## src/gac_pkg.sv

```systemverilog
package gac_pkg;

    // Opcodes carried on s_tuser
    localparam logic [1:0] OP_CLEAR = 2'd0;
    localparam logic [1:0] OP_BLEND = 2'd1;
    localparam logic [1:0] OP_READ  = 2'd2;

    // Configuration register indexes
    localparam logic [2:0] REG_TEXT_COLOR  = 3'd0;
    localparam logic [2:0] REG_DEST_X      = 3'd1;
    localparam logic [2:0] REG_DEST_Y      = 3'd2;
    localparam logic [2:0] REG_IMAGE_WIDTH = 3'd3;
    localparam logic [2:0] REG_FRAME_WIDTH = 3'd4;

    // Command address covers the largest supported frame store
    localparam int CMD_ADDR_W = 22;

    typedef enum logic [1:0] {
        CMD_CLEAR,
        CMD_BLEND,
        CMD_READ
    } cmd_kind_t;

    // One classified command passed from front to back
    typedef struct packed {
        cmd_kind_t             kind;
        logic [CMD_ADDR_W-1:0] addr;
        logic                  hit;    // address inside the store
        logic [7:0]            alpha;  // blend strength
        logic                  flag;   // content flag snapshot for reads
    } cmd_t;

    // Exact floor(x / 255) for any x up to 255 * 255
    function automatic logic [7:0] div255(input logic [15:0] x);
        logic [16:0] t;
        t = {1'b0, x} + {9'b0, x[15:8]} + 17'd1;
        return t[15:8];
    endfunction

endpackage

```

## src/gac_front.sv

```systemverilog
module gac_front #(
    parameter int FRAME_PIXELS    = 65536,
    parameter int MAX_FRAME_WIDTH = 1024
) (
    input  logic          aclk,
    input  logic          aresetn,
    input  logic          s_tvalid,
    output logic          s_tready,
    input  logic [1:0]    in_opcode,
    input  logic [7:0]    in_coverage,
    input  logic          in_image_start,
    input  logic [15:0]   in_read_index,
    input  logic          init_done,
    input  logic [7:0]    transparency,
    input  logic [9:0]    dest_x,
    input  logic [9:0]    dest_y,
    input  logic [10:0]   image_width,
    input  logic [10:0]   frame_width,
    output logic          q_push,
    output gac_pkg::cmd_t q_cmd,
    input  logic          q_ready
);
    import gac_pkg::*;

    typedef enum logic {
        F_IDLE,
        F_CALC
    } state_t;

    state_t      state_reg;
    logic [1:0]  op_reg;
    logic [7:0]  cov_reg;
    logic [15:0] ridx_reg;
    logic [10:0] col_reg;
    logic [9:0]  row_reg;
    logic [10:0] col_used_reg;
    logic [9:0]  row_used_reg;
    logic        flag_reg;

    logic        accept;
    logic [10:0] iw;
    logic [10:0] fw;
    logic [10:0] col_eff;
    logic [9:0]  row_eff;
    logic [11:0] col_inc;
    logic        col_wrap;
    logic [10:0] y_sum;
    logic [11:0] x_sum;
    logic [21:0] prod;
    logic [22:0] pos;
    logic [15:0] aprod;
    logic [7:0]  alpha;
    logic        blend_hit;
    logic        read_hit;
    logic        need_push;
    cmd_t        cmd;

    // Zero width acts as one, oversize widths saturate
    function automatic logic [10:0] clamp_w(input logic [10:0] w);
        if (w == 11'd0) begin
            return 11'd1;
        end
        if ({2'b0, w} > 13'(MAX_FRAME_WIDTH)) begin
            return 11'(MAX_FRAME_WIDTH);
        end
        return w;
    endfunction

    assign iw       = clamp_w(image_width);
    assign fw       = clamp_w(frame_width);
    assign s_tready = (state_reg == F_IDLE) && init_done;
    assign accept   = s_tvalid && s_tready;

    // Image position for this beat, with start resetting both counters
    assign col_eff  = in_image_start ? '0 : col_reg;
    assign row_eff  = in_image_start ? '0 : row_reg;
    assign col_inc  = {1'b0, col_eff} + 12'd1;
    assign col_wrap = col_inc >= {1'b0, iw};

    // Frame address and blend strength
    assign y_sum     = {1'b0, dest_y} + {1'b0, row_used_reg};
    assign x_sum     = {2'b0, dest_x} + {1'b0, col_used_reg};
    assign prod      = y_sum * fw;
    assign pos       = {1'b0, prod} + {11'b0, x_sum};
    assign aprod     = cov_reg * (8'hFF - transparency);
    assign alpha     = aprod[15:8];
    assign blend_hit = (alpha != 8'd0) && (pos < 23'(FRAME_PIXELS));
    assign read_hit  = {7'b0, ridx_reg} < 23'(FRAME_PIXELS);

    // Build the command for the back end
    always_comb begin
        cmd.kind  = CMD_CLEAR;
        cmd.addr  = '0;
        cmd.hit   = 1'b0;
        cmd.alpha = alpha;
        cmd.flag  = flag_reg;
        need_push = 1'b0;
        case (op_reg)
            OP_CLEAR: begin
                need_push = 1'b1;
            end
            OP_BLEND: begin
                cmd.kind  = CMD_BLEND;
                cmd.addr  = pos[CMD_ADDR_W-1:0];
                cmd.hit   = blend_hit;
                need_push = blend_hit;
            end
            OP_READ: begin
                cmd.kind  = CMD_READ;
                cmd.addr  = {6'b0, ridx_reg};
                cmd.hit   = read_hit;
                need_push = 1'b1;
            end
            default: begin
                need_push = 1'b0;
            end
        endcase
    end

    assign q_cmd  = cmd;
    assign q_push = (state_reg == F_CALC) && need_push;

    // Accept a beat, track position and content, then hand off
    always_ff @(posedge aclk) begin
        if (!aresetn) begin
            state_reg <= F_IDLE;
            col_reg   <= '0;
            row_reg   <= '0;
            flag_reg  <= 1'b0;
        end else begin
            case (state_reg)
                F_IDLE: begin
                    if (accept) begin
                        op_reg    <= in_opcode;
                        cov_reg   <= in_coverage;
                        ridx_reg  <= in_read_index;
                        state_reg <= F_CALC;
                        case (in_opcode)
                            OP_BLEND: begin
                                col_used_reg <= col_eff;
                                row_used_reg <= row_eff;
                                col_reg      <= col_wrap ? '0 : col_inc[10:0];
                                row_reg      <= col_wrap ? row_eff + 10'd1 : row_eff;
                                flag_reg     <= 1'b1;
                            end
                            OP_CLEAR: begin
                                flag_reg <= 1'b0;
                            end
                            default: begin
                                flag_reg <= flag_reg;
                            end
                        endcase
                    end
                end
                F_CALC: begin
                    if (!need_push || q_ready) begin
                        state_reg <= F_IDLE;
                    end
                end
                default: begin
                    state_reg <= F_IDLE;
                end
            endcase
        end
    end

    a_col_in_image: assert property (@(posedge aclk) disable iff (!aresetn)
        accept && (in_opcode == OP_BLEND) |=> col_reg < iw)
        else $error("image column left the image row");

    a_blend_alpha: assert property (@(posedge aclk) disable iff (!aresetn)
        q_push && (q_cmd.kind == CMD_BLEND) |-> q_cmd.alpha != 8'd0)
        else $error("blend command with zero alpha");

endmodule

```

## config.mk

```make
export PLATFORM = sky130hd
export DESIGN_NAME = gac_front
export DESIGN_NICKNAME = d
export VERILOG_FILES = /design/src/gac_pkg.sv /design/src/gac_front.sv
export SDC_FILE = /design/constraint.sdc
export NUM_CORES = 1
export LEC_CHECK = 0
export BUFFER_PORTS_ARGS = -buffer_cell sky130_fd_sc_hd__clkbuf_2
export CAP_MARGIN = 40
export CORE_ASPECT_RATIO = 2
export CORE_MARGIN = 2
export CORE_UTILIZATION = 55
export CTS_CLUSTER_DIAMETER = 200
export DETAILED_ROUTE_END_ITERATION = 6
export HOLD_SLACK_MARGIN = 0.05
export PLACE_DENSITY_LB_ADDON = 0.3
export SLEW_MARGIN = 5
export SYNTH_ARGS = -nofsm -noshare
export SYNTH_HDL_FRONTEND = slang
export SYNTH_SLANG_ARGS = --single-unit
```

## constraint.sdc

```tcl
create_clock -name aclk -period 11.7 [get_ports aclk]
set_clock_uncertainty 0.15 [all_clocks]
set_input_delay 0.585 -clock aclk [delete_from_list [all_inputs] [get_ports aclk]]
set_output_delay 0.585 -clock aclk [all_outputs]
set_load 0.03 [all_outputs]
```

==> results.md, run 1 <==
* Outcome: completed
* Final GP Congestion at 0.989
* Worst Tran Pin Value at 1.03 ns
* Remaining antenna violation count after routing at 0
* Static leakage at 5.77 nW
* Standard cell with the maximum stage delay on the critical path: sky130_fd_sc_hd__fa_1
* Standard-cell rows at 72
* Maximum number of pins on one net before global-route repair at 27
* Number of vias per cell after detailed routing at 5.59
* Width of the die at 103 um
* CTS tree: built
* Met3 layer wire length in the routed design at 1030 um
* Simple-gate share of the synthesized area at 19.5%
* Share of the yosys chip area belonging to registers at 17.5%
* Total iterations of the first detailed-routing run at 5
* CP startpoint kind: register
* Clk buf depth at 2
* Placed wire-length estimate at 24000 um
* Area delta synth->final at 11.5%
* Core region area at 19200 um2
* Most common cell on crit path: sky130_fd_sc_hd__fa_1
* Number of vias after detailed routing at 8806
* Number of buffers and inverters on the critical path at 5
* Adder and majority gate portion of the synthesized area at 40.8%
* H-tree level count at 3
* Number of global-route vias before repair at 9532
* Max-capacitance violation count at 0
* Number of synthesized flops with an enable pin at 47
* Sum of routed wire segments on met1 at 9390 um
* Setup-violating endpoint count in the final report at 0
* Fraction of the cycle the final worst path needs at 81.2%
* Int Pwr at 1.03 mW
* Critical path class: reg -> out
* Share of the synthesized netlist area taken by xor and xnor gates at 3.11%
* Min cycle time layout at 9.50 ns
* Largest register FFs at 16
* Post-CTS sizing at 0
* Total design power at 2.10 mW
* Comb pwr share at 73.0%
* Fraction of power spent switching nets at 51.1%
* Die area at 20700 um2
* Fraction of the core area covered by cells at the end of the flow at 62.3%
* Overall track demand over capacity in global routing at 28.7%
* Effective utilization at floorplan at 55.9%
* Post-synthesis sequential element count at 70
* Detailed route wirelength on metal2 at 15500 um
* Detailed Route Iter0 Violations at 325
* Root Buffer: sky130_fd_sc_hd__clkbuf_16
* Top_reg_cell synth: sky130_fd_sc_hd__edfxtp_1
* Port Buffer Count at 117
* Yosys warns at 0
* Final Max Tran Viols at 0
* Worst VDD drop at 0.149 mV
* Antenna cells at 0
* Mux contribution to synthesized area at 0.560%
* Wirelength per Cell at 17.6 um
* Hold Path Stages at 1
* Number of hold-slack violations in the final timing report at 0
* CTS sink cnt at 70
* Pwr Density at 176 nW/um2
* Highest Signal Layer: met4
* Number of I/O pins at 118
* Number of distinct standard cells referenced by the synthesized netlist at 77
* Synthesized area at 10700 um2
* Insertion delay to the later sink of the worst-skew pair at 0.34 ns
* Fraction of registers with async set or reset after synthesis at 0%
* GR Overflow Total at 0
* Delay of the slowest critical-path stage at 0.56 ns
* Portion of total power attributed to the clock network at 14.2%
* Worst path arrival time at 8.76 ns
* CTS Hold Buffers Added at 0
* Number of buffers inserted by post-CTS setup repair at 0
* Path type of the worst min-delay path: in -> reg
* Total wirelength of the detailed-routed design at 27800 um
* DRC violation count after routing at 0
* Nets at 1658
* First-pass GRT wire length at 46000 um
* Area fraction in compound gates after synthesis at 10.0%
* Share of layout cells above drive strength 1 at 11.9%
* Type of destination of the critical path: output port
* Reported net switching power at 1.08 mW
* Required time at the worst-slack endpoint at 10.97 ns
* Peak fanout along the critical path at 5
* Number of buffers added by the clock tree synthesis step at 9
* Die span in y at 201 um
* Antenna violations before repair at 0
* Register share of total power at 12.9%
* Number of nets produced by synthesis at 1545
* Worst slew margin at 31.6%
* Maximum clock rate at 105 MHz
* Post-CTS clock slew at the launch and capture registers of the worst setup and hold paths at 0.06 ns
* R2R cell count at 28
* Main combinational cell family by area after synthesis: adder cells
* Synthesized netlist cell count at 1197
* Path length in cells of the critical path at 29
* Family of cells with the greatest summed delay on the critical path: adder cells
* Unrepaired setup endpoints after global routing: no
* Sum of negative setup slack at 0 ns
* Mean cell area of the mapped netlist at 8.95 um2
metal layers:
metal / up-vias / global-route usage [%]
met4: 0 / 16.1
met3: 101 / 3.20
met2: 283 / 52.9
met1: 4303 / 30.3
li1: 4119 / -
met5: - / 0
layout make-up:
cell class / count / area, um2
tap: 259 / 324
clock inverter: 7 / 103
timing repair buffer: 127 / 672
inverter: 218 / 818
fill: 1659 / 7240
multi-input combinational: 884 / 7930
clock buffer: 9 / 225
sequential: 70 / 1870
per-stage QoR:
step                cell area (um2)  setup WS, ns  std cells  hold slack (ns)
floorplan                     10700          3.19       1197            0.286
global placement              11600          2.56       1552            0.301
detailed placement            11600          2.34       1558            0.309
CTS                           11900          2.22       1574            0.267
global route                  11900          1.86       1574            0.277
finish                        11900          2.20       1574            0.272
cell families after synthesis:
logic type,Yosys count
multiplexers,6
buffers and inverters,243
adder cells (fa/ha/maj),266
XOR/XNOR,38
AO/OA/AOI/OAI,158
flip-flops,70
AND/OR/NAND/NOR,416
power by group through the flow:
stage               Sequential (mW)  Combinational, mW  Clock, mW
floorplan                     0.274               1.12          0
global placement              0.276               1.49          0
detailed placement            0.276               1.52          0
CTS                           0.271               1.53      0.301
global route                  0.271               1.71      0.311
finish                        0.271               1.54      0.299
synth_stat cells, types with 3 or more instances:
cell type	instances	area [um2]
sky130_fd_sc_hd__o211ai_1	5	37.5
sky130_fd_sc_hd__a21o_1	6	45.0
sky130_fd_sc_hd__o21a_1	7	52.6
sky130_fd_sc_hd__o21ai_0	24	120
sky130_fd_sc_hd__ha_1	127	1590
sky130_fd_sc_hd__clkbuf_1	22	82.6
sky130_fd_sc_hd__or3_1	4	25.0
sky130_fd_sc_hd__nand3_1	33	165
sky130_fd_sc_hd__a21oi_1	52	260
sky130_fd_sc_hd__nand3b_1	4	30.0
sky130_fd_sc_hd__fa_1	139	2780
sky130_fd_sc_hd__a211oi_1	5	37.5
sky130_fd_sc_hd__o31ai_1	3	22.5
sky130_fd_sc_hd__or2_2	3	18.8
sky130_fd_sc_hd__edfxtp_1	47	1410
sky130_fd_sc_hd__a31oi_1	4	25.0
sky130_fd_sc_hd__nor3_1	12	60.1
sky130_fd_sc_hd__nor4_1	7	43.8
sky130_fd_sc_hd__nor2_1	85	319
sky130_fd_sc_hd__nor2b_1	68	425
sky130_fd_sc_hd__and4_1	3	26.3
sky130_fd_sc_hd__and3_1	5	31.3
sky130_fd_sc_hd__and2_1	18	113
sky130_fd_sc_hd__nand2b_1	43	269
sky130_fd_sc_hd__inv_1	216	811
sky130_fd_sc_hd__a22o_1	4	35.0
sky130_fd_sc_hd__xor2_1	15	131
sky130_fd_sc_hd__nand2_1	115	432
sky130_fd_sc_hd__o21bai_1	7	52.6
sky130_fd_sc_hd__dfxtp_1	23	460
sky130_fd_sc_hd__o21ai_1	5	25.0
sky130_fd_sc_hd__xnor2_1	23	201
sky130_fd_sc_hd__nand4_1	5	31.3
sky130_fd_sc_hd__a211o_1	3	26.3
sky130_fd_sc_hd__mux2i_1	6	60.1
final timing paths:
kind	to	slack, ns	start
setup / recovery	q_push	2.20	row_used_reg[0]
hold / removal	cov_reg[1]	0.27	in_coverage[1]
setup reg to reg	state_reg	3.12	row_used_reg[0]
hold reg to reg	col_reg[4]	0.32	col_reg[4]
cell usage in the layout, fill, tap and decap left out, types with 7 or more instances in the layout:
master / netlist / final
sky130_fd_sc_hd__nand3_1: 33 / 33
sky130_fd_sc_hd__clkbuf_16: 0 / 9
sky130_fd_sc_hd__xor2_1: 15 / 15
sky130_fd_sc_hd__nor2_1: 85 / 84
sky130_fd_sc_hd__o21ai_0: 24 / 24
sky130_fd_sc_hd__ha_1: 127 / 127
sky130_fd_sc_hd__o21a_1: 7 / 7
sky130_fd_sc_hd__a21oi_1: 52 / 52
sky130_fd_sc_hd__nor4_1: 7 / 7
sky130_fd_sc_hd__nor3_1: 12 / 12
sky130_fd_sc_hd__and2_1: 18 / 18
sky130_fd_sc_hd__o21bai_1: 7 / 7
sky130_fd_sc_hd__buf_4: 1 / 8
sky130_fd_sc_hd__dfxtp_1: 23 / 23
sky130_fd_sc_hd__nand2b_1: 43 / 43
sky130_fd_sc_hd__nor2b_1: 68 / 68
sky130_fd_sc_hd__inv_1: 216 / 216
sky130_fd_sc_hd__clkbuf_2: 0 / 117
sky130_fd_sc_hd__xnor2_1: 23 / 23
sky130_fd_sc_hd__fa_1: 139 / 139
sky130_fd_sc_hd__nand2_1: 115 / 115
sky130_fd_sc_hd__edfxtp_1: 47 / 47
No activity file was read; power rests on OpenSTA's default activity.
==> inputs of run 2 (changes only) <==
==> constraint.sdc (replaced) <==
create_clock -name aclk -period 8.9 [get_ports aclk]
set_clock_uncertainty 0.15 [all_clocks]
set_input_delay 0.445 -clock aclk [delete_from_list [all_inputs] [get_ports aclk]]
set_output_delay 0.445 -clock aclk [all_outputs]
set_load 0.03 [all_outputs]
==> run 2 against run 1 <==
  * Global-route usage is 0.24 points higher
  * Design area is 1.2% higher
  * Power is 33% higher
  * Final cell count is 0.51% higher
  * Clock power is 29% higher
  * Critical path type unchanged
  * Largest power group unchanged
==> results.md, run 2 (synthesis results as in run 1) <==
* Wirelength per Cell at 17.8 um
* Nets at 1666
* Total wirelength of the detailed-routed design at 28200 um
* Register share of total power at 12.7%
* Total iterations of the first detailed-routing run at 6
* Worst VDD drop at 0.228 mV
* Clk buf depth at 2
* Insertion delay to the later sink of the worst-skew pair at 0.34 ns
* Setup-violating endpoint count in the final report at 0
* Antenna violations before repair at 0
* DRC violation count after routing at 0
* Peak fanout along the critical path at 7
* Number of global-route vias before repair at 9727
* Required time at the worst-slack endpoint at 8.31 ns
* Outcome: completed
* Final instance area at 12100 um2
* Worst path arrival time at 8.02 ns
* Path type of the worst min-delay path: in -> reg
* Reported net switching power at 1.43 mW
* Number of vias per cell after detailed routing at 5.62
* Root Buffer: sky130_fd_sc_hd__clkbuf_16
* Fraction of the cycle the final worst path needs at 96.8%
* CTS sink cnt at 70
* Post-CTS clock slew at the launch and capture registers of the worst setup and hold paths at 0.06 ns
* Number of hold-slack violations in the final timing report at 0
* Static leakage at 5.82 nW
* Critical path class: reg -> out
* Area of placed instances at 11700 um2
* Die span in y at 201 um
* Effective utilization at floorplan at 55.9%
* Worst Tran Pin Value at 0.938 ns
* Min cycle time layout at 8.61 ns
* Number of I/O pins at 118
* CP startpoint kind: register
* Sum of negative setup slack at 0 ns
* Type of destination of the critical path: output port
* Leading cell types in the layout, fill and taps excluded: 216 x sky130_fd_sc_hd__inv_1, 138 x sky130_fd_sc_hd__fa_1, 125 x sky130_fd_sc_hd__ha_1
* Standard cell with the maximum stage delay on the critical path: sky130_fd_sc_hd__fa_1
* Number of buffers added by the clock tree synthesis step at 9
* Most common cell on crit path: sky130_fd_sc_hd__fa_1
* Delay of the slowest critical-path stage at 0.59 ns
* Detailed Route Iter0 Violations at 388
* Core region area at 19200 um2
* Antenna cells at 0
* Largest register FFs at 16
* Maximum number of pins on one net before global-route repair at 27
* CTS tree: built
* Standard-cell rows at 72
* Final Max Tran Viols at 0
* Number of vias after detailed routing at 8887
* Minimum setup slack in the final design at 0.289 ns
* Commonest non-fill, non-tap cell in the layout: sky130_fd_sc_hd__inv_1
* Maximum clock rate at 116 MHz
* Fraction of power spent switching nets at 51.0%
* First-pass GRT wire length at 46300 um
* Portion of total power attributed to the clock network at 13.8%
* GR Overflow Total at 0
* DP Worst Slack at 0.234 ns
* H-tree level count at 3
* Width of the die at 103 um
* Share of layout cells above drive strength 1 at 13.4%
* Port Buffer Count at 117
* Comb pwr share at 73.5%
* Final GP Congestion at 0.962
* Fill cells at 1649
* Area delta synth->final at 12.8%
* Max-capacitance violation count at 0
* Overall track demand over capacity in global routing at 28.9%
* Die area at 20700 um2
* Remaining antenna violation count after routing at 0
* Placed wire-length estimate at 24200 um
* Int Pwr at 1.37 mW
* Pwr Density at 232 nW/um2
* Worst slew margin at 37.4%
## run 2: changes by cell type in the layout (fill, tap and decap cells not counted), moves of 2 or more
cell	before	now
sky130_fd_sc_hd__a21oi_1	52	48
sky130_fd_sc_hd__a21oi_2	1	4
sky130_fd_sc_hd__buf_4	8	17
sky130_fd_sc_hd__ha_1	127	125
sky130_fd_sc_hd__xnor2_1	23	21
sky130_fd_sc_hd__xnor2_2	0	2
## run 2: per-layer routing
metal	global-route usage [%]	vias up	routed length, um
met2	53.2	285	15700
li1	-	4136	-
met4	17.3	0	1980
met1	30.3	4357	9470
met5	0	-	0
met3	3.02	109	1030
## run 2: repair_timing
| item | in CTS | in global routing |
|---|---|---|
| endpoints found under the setup margin | 1 | 3 |
| gates resized for setup | 2 | 17 |
| pin swaps | 0 | 7 |
| hold buffers | 0 | 0 |
| buffers inserted | 0 | 4 |
## run 2: power by group through the flow
stage               clock (mW)  sequential (mW)  combinational, mW
floorplan                    0            0.361               1.48
global placement             0            0.363               1.95
detailed placement           0            0.363               1.99
CTS                      0.387            0.356               2.01
global route             0.403            0.356               2.31
finish                   0.386            0.356               2.06
## run 2: per-stage QoR
stage / hold slack, ns / power [mW] / utilization, % / std cells
5_1_grt: 0.127 / 3.07 / 63.0 / 1582
6_report: 0.131 / 2.80 / 63.0 / 1582
4_1_cts: 0.127 / 2.75 / 62.5 / 1578
3_3_place_gp: 0.299 / 2.32 / 60.5 / 1559
2_1_floorplan: 0.286 / 1.84 / - / 1197
3_5_place_dp: 0.304 / 2.35 / 60.7 / 1562
## run 2: worst max-delay path: cells and delay by family, from the launching register on
kind	cells	cell delay, ns
adder cells (fa/ha/maj)	8	3.60
AO/OA/AOI/OAI	9	1.89
AND/OR/NAND/NOR	6	1.14
buffers and inverters	5	0.49
flip-flops	1	0.38
XOR/XNOR	1	0.16
## run 2: path summary, 6_finish.rpt
check | startpoint | to | slack, ns | cells after the start
max | row_used_reg[0] | q_push | 0.29 | 29
min | in_coverage[1] | cov_reg[1] | 0.13 | 1
max reg2reg | row_used_reg[0] | state_reg | 0.78 | 29
min reg2reg | col_reg[8] | col_reg[8] | 0.31 | 2
## run 2: cell type report
class | instances | area (um2) | area share, %
multi-input cells | 884 | 8010 | 66.3
flip-flops and latches | 70 | 1870 | 15.5
inverters | 218 | 818 | 6.77
repair buffers | 135 | 738 | 6.11
well taps | 259 | 324 | 2.68
clock buffers | 10 | 250 | 2.07
clock inverters | 6 | 75.1 | 0.621
