**src/gac_pkg.sv**
```systemverilog
package gac_pkg;

    // Opcodes carried on s_tuser
    localparam logic [1:0] OP_CLEAR = 2'd0;
    localparam logic [1:0] OP_BLEND = 2'd1;
    localparam logic [1:0] OP_READ  = 2'd2;

    // Configuration register indexes
    localparam logic [2:0] REG_TEXT_COLOR  = 3'd0;
    localparam logic [2:0] REG_DEST_X      = 3'd1;
    localparam logic [2:0] REG_DEST_Y      = 3'd2;
    localparam logic [2:0] REG_IMAGE_WIDTH = 3'd3;
    localparam logic [2:0] REG_FRAME_WIDTH = 3'd4;

    // Command address covers the largest supported frame store
    localparam int CMD_ADDR_W = 22;

    typedef enum logic [1:0] {
        CMD_CLEAR,
        CMD_BLEND,
        CMD_READ
    } cmd_kind_t;

    // One classified command passed from front to back
    typedef struct packed {
        cmd_kind_t             kind;
        logic [CMD_ADDR_W-1:0] addr;
        logic                  hit;    // address inside the store
        logic [7:0]            alpha;  // blend strength
        logic                  flag;   // content flag snapshot for reads
    } cmd_t;

    // Exact floor(x / 255) for any x up to 255 * 255
    function automatic logic [7:0] div255(input logic [15:0] x);
        logic [16:0] t;
        t = {1'b0, x} + {9'b0, x[15:8]} + 17'd1;
        return t[15:8];
    endfunction

endpackage

```
**src/gac_queue.sv**
```systemverilog
module gac_queue (
    input  logic          aclk,
    input  logic          aresetn,
    input  logic          push,
    input  gac_pkg::cmd_t push_cmd,
    output logic          ready,
    output logic          valid,
    output gac_pkg::cmd_t head_cmd,
    input  logic          pop
);
    import gac_pkg::*;

    localparam int DEPTH = 2;
    localparam int PTR_W = $clog2(DEPTH);
    localparam int CNT_W = PTR_W + 1;

    cmd_t             slot_reg [DEPTH];
    logic [PTR_W-1:0] wr_ptr_reg;
    logic [PTR_W-1:0] rd_ptr_reg;
    logic [CNT_W-1:0] count_reg;

    assign ready    = count_reg != CNT_W'(DEPTH);
    assign valid    = count_reg != '0;
    assign head_cmd = slot_reg[rd_ptr_reg];

    // Store pushed commands
    always_ff @(posedge aclk) begin
        if (push && ready) begin
            slot_reg[wr_ptr_reg] <= push_cmd;
        end
    end

    // Advance pointers and occupancy
    always_ff @(posedge aclk) begin
        if (!aresetn) begin
            wr_ptr_reg <= '0;
            rd_ptr_reg <= '0;
            count_reg  <= '0;
        end else begin
            if (push && ready) begin
                wr_ptr_reg <= wr_ptr_reg + 1'b1;
            end
            if (pop && valid) begin
                rd_ptr_reg <= rd_ptr_reg + 1'b1;
            end
            case ({push && ready, pop && valid})
                2'b10:   count_reg <= count_reg + 1'b1;
                2'b01:   count_reg <= count_reg - 1'b1;
                default: count_reg <= count_reg;
            endcase
        end
    end

    a_count_bound: assert property (@(posedge aclk) disable iff (!aresetn)
        count_reg <= CNT_W'(DEPTH))
        else $error("command queue over capacity");

endmodule

```
**config.mk**
```make
export PLATFORM = sky130hd
export DESIGN_NAME = gac_queue
export DESIGN_NICKNAME = d
export VERILOG_FILES = /design/src/gac_pkg.sv /design/src/gac_queue.sv
export SDC_FILE = /design/constraint.sdc
export NUM_CORES = 1
export LEC_CHECK = 0
export BUFFER_PORTS_ARGS = -buffer_cell sky130_fd_sc_hd__buf_2
export CORE_ASPECT_RATIO = 1.5
export CORE_MARGIN = 2
export CORE_UTILIZATION = 51
export CTS_CLUSTER_DIAMETER = 80
export DETAILED_ROUTE_END_ITERATION = 6
export PLACE_DENSITY = 0.75
export RECOVER_POWER = 50
export SYNTH_ARGS = -nofsm -noshare
export SYNTH_HDL_FRONTEND = slang
export SYNTH_SLANG_ARGS = --single-unit
export TNS_END_PERCENT = 20
```
**constraint.sdc**
```tcl
create_clock -name aclk -period 2.1 [get_ports aclk]
set_input_delay 0 -clock aclk [delete_from_list [all_inputs] [get_ports aclk]]
set_output_delay 0 -clock aclk [all_outputs]
set_load 0.02 [all_outputs]
```
==> results of run 1 <==
final cells by class:
type,instances,area [µm²],share of cell area (%)
clock inverter,6,83.83,2.300
inverter,1,3.754,0.1030
tap,68,85.08,2.334
clock buffer,9,123.9,3.399
sequential,73,2142,58.77
timing repair buffer,111,691.9,18.98
multi-input combinational,52,514.2,14.11
power groups by stage:
stage | logic [W] | registers (W) | clock network (W)
6_report | 0.00131 | 0.00191 | 0.00112
5_1_grt | 0.00141 | 0.00193 | 0.00119
4_1_cts | 0.00135 | 0.00191 | 0.00114
3_5_place_dp | 0.00129 | 0.00194 | 0
3_3_place_gp | 0.00125 | 0.00192 | 0
2_1_floorplan | 0.000916 | 0.00192 | 0
metrics by stage:
| step | util (%) | power, W | instance area, µm² | std cells |
|---|---|---|---|---|
| global route | 71.12 | 0.004529 | 3645 | 320 |
| detailed placement | 61.13 | 0.003233 | 3133 | 270 |
| global placement | 61.13 | 0.003177 | 3133 | 270 |
| finish | 71.12 | 0.004342 | 3645 | 320 |
| CTS | 72.02 | 0.004405 | 3691 | 320 |
| floorplan | - | 0.002837 | 2680 | 130 |
cell families (layout without fill, tap and decap cells):
kind of cell	Yosys count	after routing	synth area share (%)
buf+inv	5	127	0.8869
flops	73	73	79.93
compound gates	5	5	1.401
fa+ha+maj	1	1	0.4668
simple gates	9	9	2.055
mux	34	34	14.29
xor+xnor	3	3	0.9806
timing repair:
| action | 4_1_cts | 5_1_grt |
|---|---|---|
| hold buffers | 35 | 0 |
| hold endpoints to repair | 73 | 0 |
| gates resized for setup | 0 | 0 |
how the worst max path moves through the flow:
stage / startpoint / to / slack (ps) / depth (start not counted)
3_3_place_gp: count_reg[0]$_SDFFE_PN0P_ / count_reg[1]$_SDFFE_PN0P_ / 610 / 5
5_1_grt: count_reg[0]$_SDFFE_PN0P_ / count_reg[1]$_SDFFE_PN0P_ / 310 / 5
2_1_floorplan: count_reg[0]$_SDFFE_PN0P_ / slot_reg[1][0]$_DFFE_PP_ / 80 / 2
3_5_place_dp: count_reg[0]$_SDFFE_PN0P_ / count_reg[1]$_SDFFE_PN0P_ / 490 / 5
6_report: count_reg[0]$_SDFFE_PN0P_ / count_reg[1]$_SDFFE_PN0P_ / 430 / 5
4_1_cts: flip-flop / head_cmd[4] / 470 / 3
worst min-delay path: stages:
cell	delay, ps
buf_2	120
nand3b_1	100
a21boi_0	80
metal layers:
layer / GRT usage [%] / vias to the layer above / wire length [µm]
li1: - / 735 / -
met1: 18.52 / 744 / 1866
met2: 32.27 / 54 / 2695
met3: 5.346 / 10 / 228
met4: 11.96 / 0 / 131
met5: 0 / - / 0
Yosys cell counts:
master     n
and2_1     1
or3_1      1
o21ai_0    1
nand2b_1   1
a21bo_2    1
nand2_1    1
nand3b_1   1
ha_1       1
or2_2      1
and3_1     1
a21boi_0   1
o21a_1     1
mux2_2    34
xnor2_1    3
edfxtp_1  68
buf_2      4
dfxtp_1    5
nor2b_1    2
a21boi_1   1
inv_1      1
==> results by group, run 1 <==
Finish
  – Most common cell after layout, fill and taps aside: edfxtp_1
  – Area Overhead vs Synth: 35.99%
  – # diodes: 0
  – Most frequent cells in the layout: edfxtp_1 (68), dlygate4sd3_1 (35), buf_2 (35), clkbuf_1 (35), mux2_2 (34)
  – Layout cells sized above 1: 35.32%
  – Max reg flops: 68
  – Fill count: 370
  – Final net count: 287

Yosys
  – Yosys reg bits: 73
  – Synth unique cells: 20
  – Sequential fraction of the synthesis area: 79.93%
  – Synthesized area: 2680 µm²
  – Synth top area cells: edfxtp_1 (76%), mux2_2 (14%), dfxtp_1 (3.7%)
  – Syn_area_per_cell: 20.62 µm²
  – Syn nets: 169
  – Synth top area share: 76.19%
  – Cells after Synth: 130
  – Post-synth top area cell: edfxtp_1
  – Ys Warns: 0

Setup path
  – R2R setup slack: 430 ps
  – R2r startpoint: count_reg[0]$_SDFFE_PN0P_
  – Worst setup EP type: flip-flop
  – Worst EP arrival: 1930 ps
  – Delay-heaviest family, CP: simple AND/OR/NAND/NOR gates
  – Max incr delay on CP: 420 ps
  – Worst Path Required: 2360 ps
  – Worst R2R Path Depth: 5
  – Crit-path max FO: 5
  – Critical Path Slowest Stage Cell: dfxtp_1
  – Worst path bufs/invs: 0
  – R2r endpoint: count_reg[1]$_SDFFE_PN0P_
  – Crit-path cells: nand2b_1 -> nand2_1 -> ha_1 -> or3_1 -> a21boi_1
  – Worst setup SP type: flip-flop
  – WS Path Type: reg2reg

Floorplanning
  – Die height: 92.79 µm
  – IO Pins: 74
  – Site Rows: 32
  – Die Span X: 63.19 µm
  – Core area: 5125 µm²
  – Initial core utilization: 52.29%
  – Die area: 5863 µm²

Timing
  – Final Critical Period: 1667 ps
  – Final setup margin: 433.0 ps
  – Setup_tns: 0 ps
  – Fin crit share: 79.38%
  – Final Slew Violations: 0
  – Hold_ws: 25.73 ps
  – Tightest Pin Transition: 449.3 ps
  – Final number of setup-violating endpoints: 0
  – Final Skew: 4.454 ps
  – Max transition margin: 70.05%
  – Fin. Hold Viols: 0
  – RSZ-0062 raised after global routing: false
  – Max Clock Freq: 599.9 MHz

Clock tree
  – Clock sinks: 73
  – Setup bufs post-CTS: 0
  – Htree depth: 3
  – Reg clk slew, reported paths: 70 ps
  – Worst skew pair latency: 330 ps
  – CTS Root Cell: clkbuf_8
  – Clk buf depth: 2
  – TritonCTS clock tree: built
  – Num CTS Buffers: 9

Power
  – Comb power frac: 30.3%
  – Switch share: 30.20%
  – Int Pwr: 0.003031 W
  – Net Sw Power: 0.001312 W
  – Clock Power Share: 25.7%
  – Worst vdd ir: 0.7701 mV
  – Leakage: 1.303 nW
  – Part of the power in registers: 44.0%
  – Pwr Density: 1191 nW/µm²

Run status
  – Run status: completed

Worst hold path
  – Hold WC Path Type: in2reg
  – Worst hold path depth: 3
  – Worst hold start: push
  – WHS Endpoint: wr_ptr_reg$_SDFFE_PN0P_

Detailed routing
  – Antenna viol nets, final: 0
  – # DRC: 0
  – Initial drt markers: 34
  – Avg WL per Cell: 15.38 µm
  – Final WL: 4.922 mm
  – Vias: 1543
  – DR vias/cell: 4.822
  – Total iterations of the first detailed-routing run: 3

Job
  – Max_cap viols: 0

Placed design
  – Setup WS pre-CTS: 490.8 ps
  – Placer congestion estimate: 0.7039
  – Port Buffer Count: 73
  – Post-DP HPWL: 3.068 mm

Global routing
  – First-pass GRT wire length: 7.776 mm
  – Pin count of the biggest net entering global routing: 35
  – Antenna violations before repair: 0
  – Grt total ovfl: 0
  – GRT Overall Usage: 18.29%
  – Vias in the first global route: 1697
No activity file was read; power rests on OpenSTA's default activity.
==> inputs of run 2 (changes only) <==
--- a/config.mk
+++ b/config.mk
@@ -5,13 +5,14 @@
 export SDC_FILE = /design/constraint.sdc
 export NUM_CORES = 1
 export LEC_CHECK = 0
+export ABC_AREA = 1
 export BUFFER_PORTS_ARGS = -buffer_cell sky130_fd_sc_hd__buf_2
 export CORE_ASPECT_RATIO = 1.5
 export CORE_MARGIN = 2
-export CORE_UTILIZATION = 51
+export CORE_UTILIZATION = 47
 export CTS_CLUSTER_DIAMETER = 80
 export DETAILED_ROUTE_END_ITERATION = 6
-export PLACE_DENSITY = 0.75
+export PLACE_DENSITY = 0.72
 export RECOVER_POWER = 50
 export SYNTH_ARGS = -nofsm -noshare
 export SYNTH_HDL_FRONTEND = slang
==> constraint.sdc (replaced) <==
create_clock -name aclk -period 1.5 [get_ports aclk]
set_input_delay 0 -clock aclk [delete_from_list [all_inputs] [get_ports aclk]]
set_output_delay 0 -clock aclk [all_outputs]
set_load 0.02 [all_outputs]
==> results by group, run 2 <==
Placed design
  – Post-DP HPWL: 3.033 mm (was 3.068 mm)
  – Port Buffer Count: 73 (unchanged)
  – Placer congestion estimate: 0.7211 (was 0.7039)
  – Placed Instances: 289 (was 270)

Floorplanning
  – Core area: 5828 µm² (was 5125 µm²)
  – Die height: 99.36 µm (was 92.79 µm)
  – Die area: 6713 µm² (was 5863 µm²)
  – Site Rows: 34 (was 32)
  – Initial core utilization: 48.88% (was 52.29%)
  – Die Span X: 67.57 µm (was 63.19 µm)
  – IO Pins: 74 (unchanged)

Detailed routing
  – Vias: 1610 (was 1543)
  – Final WL: 4.833 mm (was 4.922 mm)
  – Max layer used: met4 (unchanged)
  – Routed wl met2: 2.658 mm (was 2.695 mm)
  – # DRC: 0 (unchanged)
  – DR WL met3: 218 µm (was 228 µm)
  – Avg WL per Cell: 14.17 µm (was 15.38 µm)
  – WL met1: 1.842 mm (was 1.866 mm)
  – Total iterations of the first detailed-routing run: 3 (unchanged)
  – Antenna viol nets, final: 0 (unchanged)
  – DR vias/cell: 4.721 (was 4.822)
  – Initial drt markers: 42 (was 34)

Finish
  – Most common cell after layout, fill and taps aside: edfxtp_1 (unchanged)
  – Post-Route Utilization: 66.70% (was 71.12%)
  – Area Overhead vs Synth: 36.45% (was 35.99%)
  – Most frequent cells in the layout: edfxtp_1 (68), buf_2 (48), dlygate4sd3_1 (36) (was edfxtp_1 (68), dlygate4sd3_1 (35), buf_2 (35), clkbuf_1 (35), mux2_2 (34))
  – Final net count: 303 (was 287)
  – Max reg flops: 68 (unchanged)
  – Layout cells sized above 1: 40.89% (was 35.32%)
  – Non-Filler Instances: 341 (was 320)
  – # diodes: 0 (unchanged)

Timing
  – Max Clock Freq: 701.2 MHz
  – Final Slew Violations: 0 (unchanged)
  – RSZ-0062 raised after global routing: false (unchanged)
  – Final Skew: 4.446 ps (was 4.454 ps)
  – Final Critical Period: 1426 ps
  – Max transition margin: 80.24% (was 70.05%)
  – Final number of setup-violating endpoints: 0 (unchanged)
  – Tightest Pin Transition: 296.5 ps (was 449.3 ps)
  – Fin. Hold Viols: 0 (unchanged)
  – Fin crit share: 95.08%

Yosys
  – Syn_area_per_cell: 20.06 µm² (was 20.62 µm²)
  – Number of flops mapped to enable cells by yosys: 68 (unchanged)
  – Cells after Synth: 142 (was 130)
  – Ys flop type: edfxtp_1 (unchanged)
  – Synthesized area: 2849 µm² (was 2680 µm²)
  – Yosys reg bits: 73 (unchanged)
  – Synth top area share: 71.67% (was 76.19%)
  – Post-synth top area cell: edfxtp_1 (unchanged)
  – Ys Warns: 0 (unchanged)
  – Syn nets: 181 (was 169)
  – Synth unique cells: 18 (was 20)
  – Synth top area cells: edfxtp_1 (72%), mux2_4 (16%), dfxtp_1 (3.5%) (was edfxtp_1 (76%), mux2_2 (14%), dfxtp_1 (3.7%))
  – Most numerous cell in the Yosys netlist: edfxtp_1 (unchanged)
  – Sequential fraction of the synthesis area: 75.19% (was 79.93%)
  – Synth cell count leaders: edfxtp_1 (68), mux2_4 (30), nand2_1 (9), nor2_1 (9), dfxtp_1 (5) (was edfxtp_1 (68), mux2_2 (34), dfxtp_1 (5))
  – Async set or reset register ratio after synthesis: 0% (unchanged)

Global routing
  – Pin count of the biggest net entering global routing: 21 (was 35)
  – GRT Overall Usage: 15.85% (was 18.29%)
  – Antenna violations before repair: 0 (unchanged)
  – Vias in the first global route: 1715 (was 1697)
  – Grt total ovfl: 0 (unchanged)
  – First-pass GRT wire length: 7.590 mm (was 7.776 mm)

Job
  – Max_cap viols: 0 (unchanged)

Setup path
  – WS Path Type: reg2out (was reg2reg)
  – Worst Path Required: 1500 ps (was 2360 ps)
  – Crit-path cells: buf_6 -> mux2_2 -> buf_2 (was nand2b_1 -> nand2_1 -> ha_1 -> or3_1 -> a21boi_1)
  – Worst setup EP type: output port (was flip-flop)
  – Max incr delay on CP: 360 ps (was 420 ps)
  – Crit-path max FO: 14 (was 5)
  – Worst R2R Path Depth: 5 (unchanged)
  – Critical Path Slowest Stage Cell: dfxtp_2 (was dfxtp_1)
  – Worst EP arrival: 1430 ps (was 1930 ps)
  – Worst setup SP type: flip-flop (unchanged)

Clock tree
  – Reg clk slew, reported paths: 70 ps (about the same)
  – TritonCTS clock tree: built (unchanged)
  – Clock sinks: 73 (unchanged)
  – Clk buf depth: 2 (unchanged)
  – CTS Root Cell: clkbuf_8 (unchanged)
  – Num CTS Buffers: 9 (unchanged)
  – Worst skew pair latency: 330 ps (about the same)
  – Setup bufs post-CTS: 0 (unchanged)
  – Htree depth: 3 (unchanged)

Power
  – Int Pwr: 0.004101 W (was 0.003031 W)
  – Pwr Density: 1450 nW/µm² (was 1191 nW/µm²)
  – Switch share: 27.26% (was 30.20%)
  – Worst vdd ir: 1.083 mV (was 0.7701 mV)
  – Clock Power Share: 28.5% (was 25.7%)
  – Leakage: 1.513 nW (was 1.303 nW)
  – Comb power frac: 25.8% (was 30.3%)
  – Part of the power in registers: 45.7% (was 44.0%)
  – Net Sw Power: 0.001537 W (was 0.001312 W)

Worst hold path
  – Worst hold path depth: 5 (was 3)
  – Hold WC Path Type: in2reg (unchanged)

Run status
  – Run status: completed (unchanged)
[run 2: cell types whose count changed in the layout (fill, tap and decap cells not counted), moves of 3 or more]
cell,before,now
mux2_2,34,4
nand2_1,1,8
mux2_4,0,30
inv_1,1,4
nor2_1,0,9
clkbuf_1,35,24
xnor2_1,3,0
buf_2,35,48
buf_12,0,3
[run 2: timing repair]
item                                    4_1_cts  5_1_grt
resized for setup                             1        0
endpoints found under the hold margin        73        0
hold buffers                                 36        0
endpoints found under the setup margin        4        0
[run 2: layer usage]
metal | track usage [%] | vias up
li1 | - | 781
met1 | 16.81 | 773
met2 | 27.07 | 46
met3 | 5.543 | 10
met4 | 7.849 | 0
met5 | 0 | -
[run 2: final cells by class]
cell class	count	area (µm²)
flip-flops and latches	73	2145
clock buffers	9	123.9
well taps	72	90.09
inverters	5	18.77
repair buffers	115	780.7
fillers	396	1941
multi-input cells	60	634.4
clock inverters	7	95.09
[run 2: per-stage QoR]
step                      setup WS (ps)  hold slack [ps]  setup TNS (ps)  instance area [µm²]  total power [W]
after CTS                         43.68            53.07               0                 3939         0.005746
after detailed placement          171.9            191.5               0                 3356         0.004048
after global routing              6.830            58.27               0                 3887         0.005902
final                             73.81            52.73               0                 3887         0.005637
after floorplan                  -22.91            98.87          -778.8                 2875         0.003661
after global placement            259.1            188.9               0                 3356         0.004019
[run 2: path summary, 6_finish.rpt]
path	from	endpoint	slack, ps
worst max-delay path	flip-flop	head_cmd[16]	70
worst min-delay path	push	wr_ptr_reg$_SDFFE_PN0P_	50
worst max register to register	count_reg[0]$_SDFFE_PN0P_	slot_reg[0][31]$_DFFE_PP_	120
worst min register to register	rd_ptr_reg$_SDFFE_PN0P_	rd_ptr_reg$_SDFFE_PN0P_	520
[run 2: logic make-up (layout without fill, tap and decap cells)]
group                      count (synthesis)  count (layout)  share of synthesized area, %
muxes                                     34              34                         17.39
AOI/OAI and AO/OA                          3               3                        0.6146
buffers and inverters                      9             136                         3.162
and+or+nand+nor                           22              22                         3.206
adders and majority gates                  1               1                        0.4391
DFF                                       73              73                         75.19
[run 2: worst max-delay path, delay by kind of cell, from the launching register on]
kind | cells | cell delay (ps)
buffers and inverters | 2 | 370
flip-flops | 1 | 360
multiplexers | 1 | 360
[run 2: power by group through the flow]
stage | Combinational (W) | Clock [W] | Sequential, W
4_1_cts | 0.00151 | 0.00166 | 0.00258
3_5_place_dp | 0.00143 | 0 | 0.00262
2_1_floorplan | 0.00106 | 0 | 0.00260
3_3_place_gp | 0.00141 | 0 | 0.00261
5_1_grt | 0.00156 | 0.00175 | 0.00259
6_report | 0.00145 | 0.00161 | 0.00257
==> inputs of run 3 (changes only) <==
--- a/config.mk
+++ b/config.mk
@@ -5,15 +5,15 @@
 export SDC_FILE = /design/constraint.sdc
 export NUM_CORES = 1
 export LEC_CHECK = 0
-export ABC_AREA = 1
 export BUFFER_PORTS_ARGS = -buffer_cell sky130_fd_sc_hd__buf_2
 export CORE_ASPECT_RATIO = 1.5
 export CORE_MARGIN = 2
-export CORE_UTILIZATION = 47
+export CORE_UTILIZATION = 46
 export CTS_CLUSTER_DIAMETER = 80
 export DETAILED_ROUTE_END_ITERATION = 6
-export PLACE_DENSITY = 0.72
+export PLACE_DENSITY = 0.71
 export RECOVER_POWER = 50
+export SLEW_MARGIN = 0
 export SYNTH_ARGS = -nofsm -noshare
 export SYNTH_HDL_FRONTEND = slang
 export SYNTH_SLANG_ARGS = --single-unit
==> results by group, run 3 (synthesis results as in run 1) <==
Detailed routing
  – # DRC: 0 (unchanged)
  – Total iterations of the first detailed-routing run: 4 (was 3)
  – DR vias/cell: 4.732 (was 4.721)
  – Antenna viol nets, final: 0 (unchanged)
  – Initial drt markers: 38 (was 42)
  – Vias: 1552 (was 1610)
  – Avg WL per Cell: 14.83 µm (was 14.17 µm)
  – Final WL: 4.865 mm (was 4.833 mm)

Global routing
  – Pin count of the biggest net entering global routing: 23 (was 21)
  – Antenna violations before repair: 0 (unchanged)
  – Vias in the first global route: 1598 (was 1715)
  – First-pass GRT wire length: 7.465 mm (was 7.590 mm)
  – Grt total ovfl: 0 (unchanged)
  – GRT Overall Usage: 16.28% (was 15.85%)

Timing
  – Final Skew: 6.696 ps (was 4.446 ps)
  – Fin crit share: 97.70% (was 95.08%)
  – Final number of setup-violating endpoints: 0 (unchanged)
  – Max Clock Freq: 682.4 MHz (was 701.2 MHz)
  – Fin. Hold Viols: 0 (unchanged)
  – Max transition margin: 86.74% (was 80.24%)
  – Tightest Pin Transition: 198.9 ps (was 296.5 ps)
  – Final Critical Period: 1465 ps (was 1426 ps)
  – Final Slew Violations: 0 (unchanged)
  – Final setup margin: 34.52 ps (was 73.81 ps)
  – RSZ-0062 raised after global routing: true (was false)

Clock tree
  – Num CTS Buffers: 9 (unchanged)
  – CTS Root Cell: clkbuf_8 (unchanged)
  – Reg clk slew, reported paths: 70 ps (about the same)
  – Clk buf depth: 2 (unchanged)
  – TritonCTS clock tree: built (unchanged)
  – Worst skew pair latency: 330 ps (about the same)
  – Htree depth: 3 (unchanged)
  – Clock sinks: 73 (unchanged)

Finish
  – Non-Filler Instances: 328 (was 341)
  – Fill count: 396 (unchanged)
  – Area Overhead vs Synth: 42.53% (was 36.45%)
  – Post-Route Utilization: 67.01% (was 66.70%)
  – Most frequent cells in the layout: edfxtp_1 (68), buf_2 (51), dlygate4sd3_1 (36) (was edfxtp_1 (68), buf_2 (48), dlygate4sd3_1 (36))
  – Most common cell after layout, fill and taps aside: edfxtp_1 (unchanged)
  – Max reg flops: 68 (unchanged)
  – # diodes: 0 (unchanged)
  – Final net count: 291 (was 303)
  – Layout cells sized above 1: 43.75% (was 40.89%)

Power
  – Leakage: 1.399 nW (was 1.513 nW)
  – Worst vdd ir: 1.209 mV (was 1.083 mV)
  – Pwr Density: 1731 nW/µm² (was 1450 nW/µm²)

Floorplanning
  – IO Pins: 74 (unchanged)
  – Core area: 5700 µm² (was 5828 µm²)
  – Site Rows: 34 (unchanged)
  – Die Span X: 66.33 µm (was 67.57 µm)
  – Die area: 6466 µm² (was 6713 µm²)
  – Initial core utilization: 47.01% (was 48.88%)
  – Die height: 97.49 µm (was 99.36 µm)

Setup path
  – Worst setup SP type: flip-flop (unchanged)
  – Worst setup EP type: output port (unchanged)
  – Crit-path max FO: 14 (unchanged)
  – WS Path Type: reg2out (unchanged)
  – Worst Path Required: 1500 ps (about the same)
  – Worst EP arrival: 1470 ps (was 1430 ps)

Run status
  – Run status: completed (unchanged)

Placed design
  – Setup WS pre-CTS: 24.30 ps (was 171.9 ps)
  – Post-DP HPWL: 2.924 mm (was 3.033 mm)
  – Placer congestion estimate: 0.7356 (was 0.7211)
  – Placed Instances: 277 (was 289)
  – Port Buffer Count: 73 (unchanged)

Worst hold path
  – Hold WC Path Type: in2reg (unchanged)

Job
  – Max_cap viols: 0 (unchanged)
## run 3: cell type report
class / count / area, µm² / area share, %
flip-flops and latches: 73 / 2146 / 56.17
well taps: 72 / 90.09 / 2.358
inverters: 1 / 7.507 / 0.1965
clock inverters: 5 / 128.9 / 3.374
multi-input cells: 52 / 535.5 / 14.02
repair buffers: 115 / 784.5 / 20.54
clock buffers: 10 / 127.6 / 3.341
## run 3: timing repair
action | in CTS | in global routing
setup endpoints to repair | 20 | 35
hold buffers | 36 | 0
setup buffers | 0 | 0
endpoints found under the hold margin | 73 | 0
resized for setup | 1 | 3
## run 3: per-layer routing
metal	global-route usage [%]	share of wire, %	up-vias
li1	-	-	746
met1	17.49	38	746
met2	27.46	55	50
met3	4.635	5.1	10
met4	9.733	2.4	0
met5	0	0	-
## run 3: where the power goes
group	switching (W)	internal (W)	total, W
registers	0.0000979	0.00258	0.00268
logic	0.00110	0.000902	0.00200
clock network	0.000662	0.00127	0.00193
## run 3: per-stage QoR
step / TNS, ps / total power [W] / instance area [µm²] / hold slack, ps
3_3_place_gp: 0 / 0.004605 / 3212 / 187.5
4_1_cts: 0 / 0.006652 / 3832 / 110.3
3_5_place_dp: 0 / 0.004624 / 3212 / 191.6
6_report: 0 / 0.006614 / 3820 / 188.1
2_1_floorplan: -1032 / 0.003999 / 2694 / 98.87
5_1_grt: -687.5 / 0.006907 / 3820 / 200.1
## run 3: critical path, stage by stage, from the launching register on
cell	delay (ps)
dfxtp_1	360
buf_4	240
mux2_2	370
buf_2	160
## run 3: final timing paths
check | startpoint | end | slack, ps | depth (start not counted)
worst max-delay path | flip-flop | head_cmd[21] | 30 | 3
worst min-delay path | pop | rd_ptr_reg$_SDFFE_PN0P_ | 190 | 4
worst max register to register | count_reg[1]$_SDFFE_PN0P_ | count_reg[1]$_SDFFE_PN0P_ | 60 | 4
worst min register to register | rd_ptr_reg$_SDFFE_PN0P_ | rd_ptr_reg$_SDFFE_PN0P_ | 550 | 2
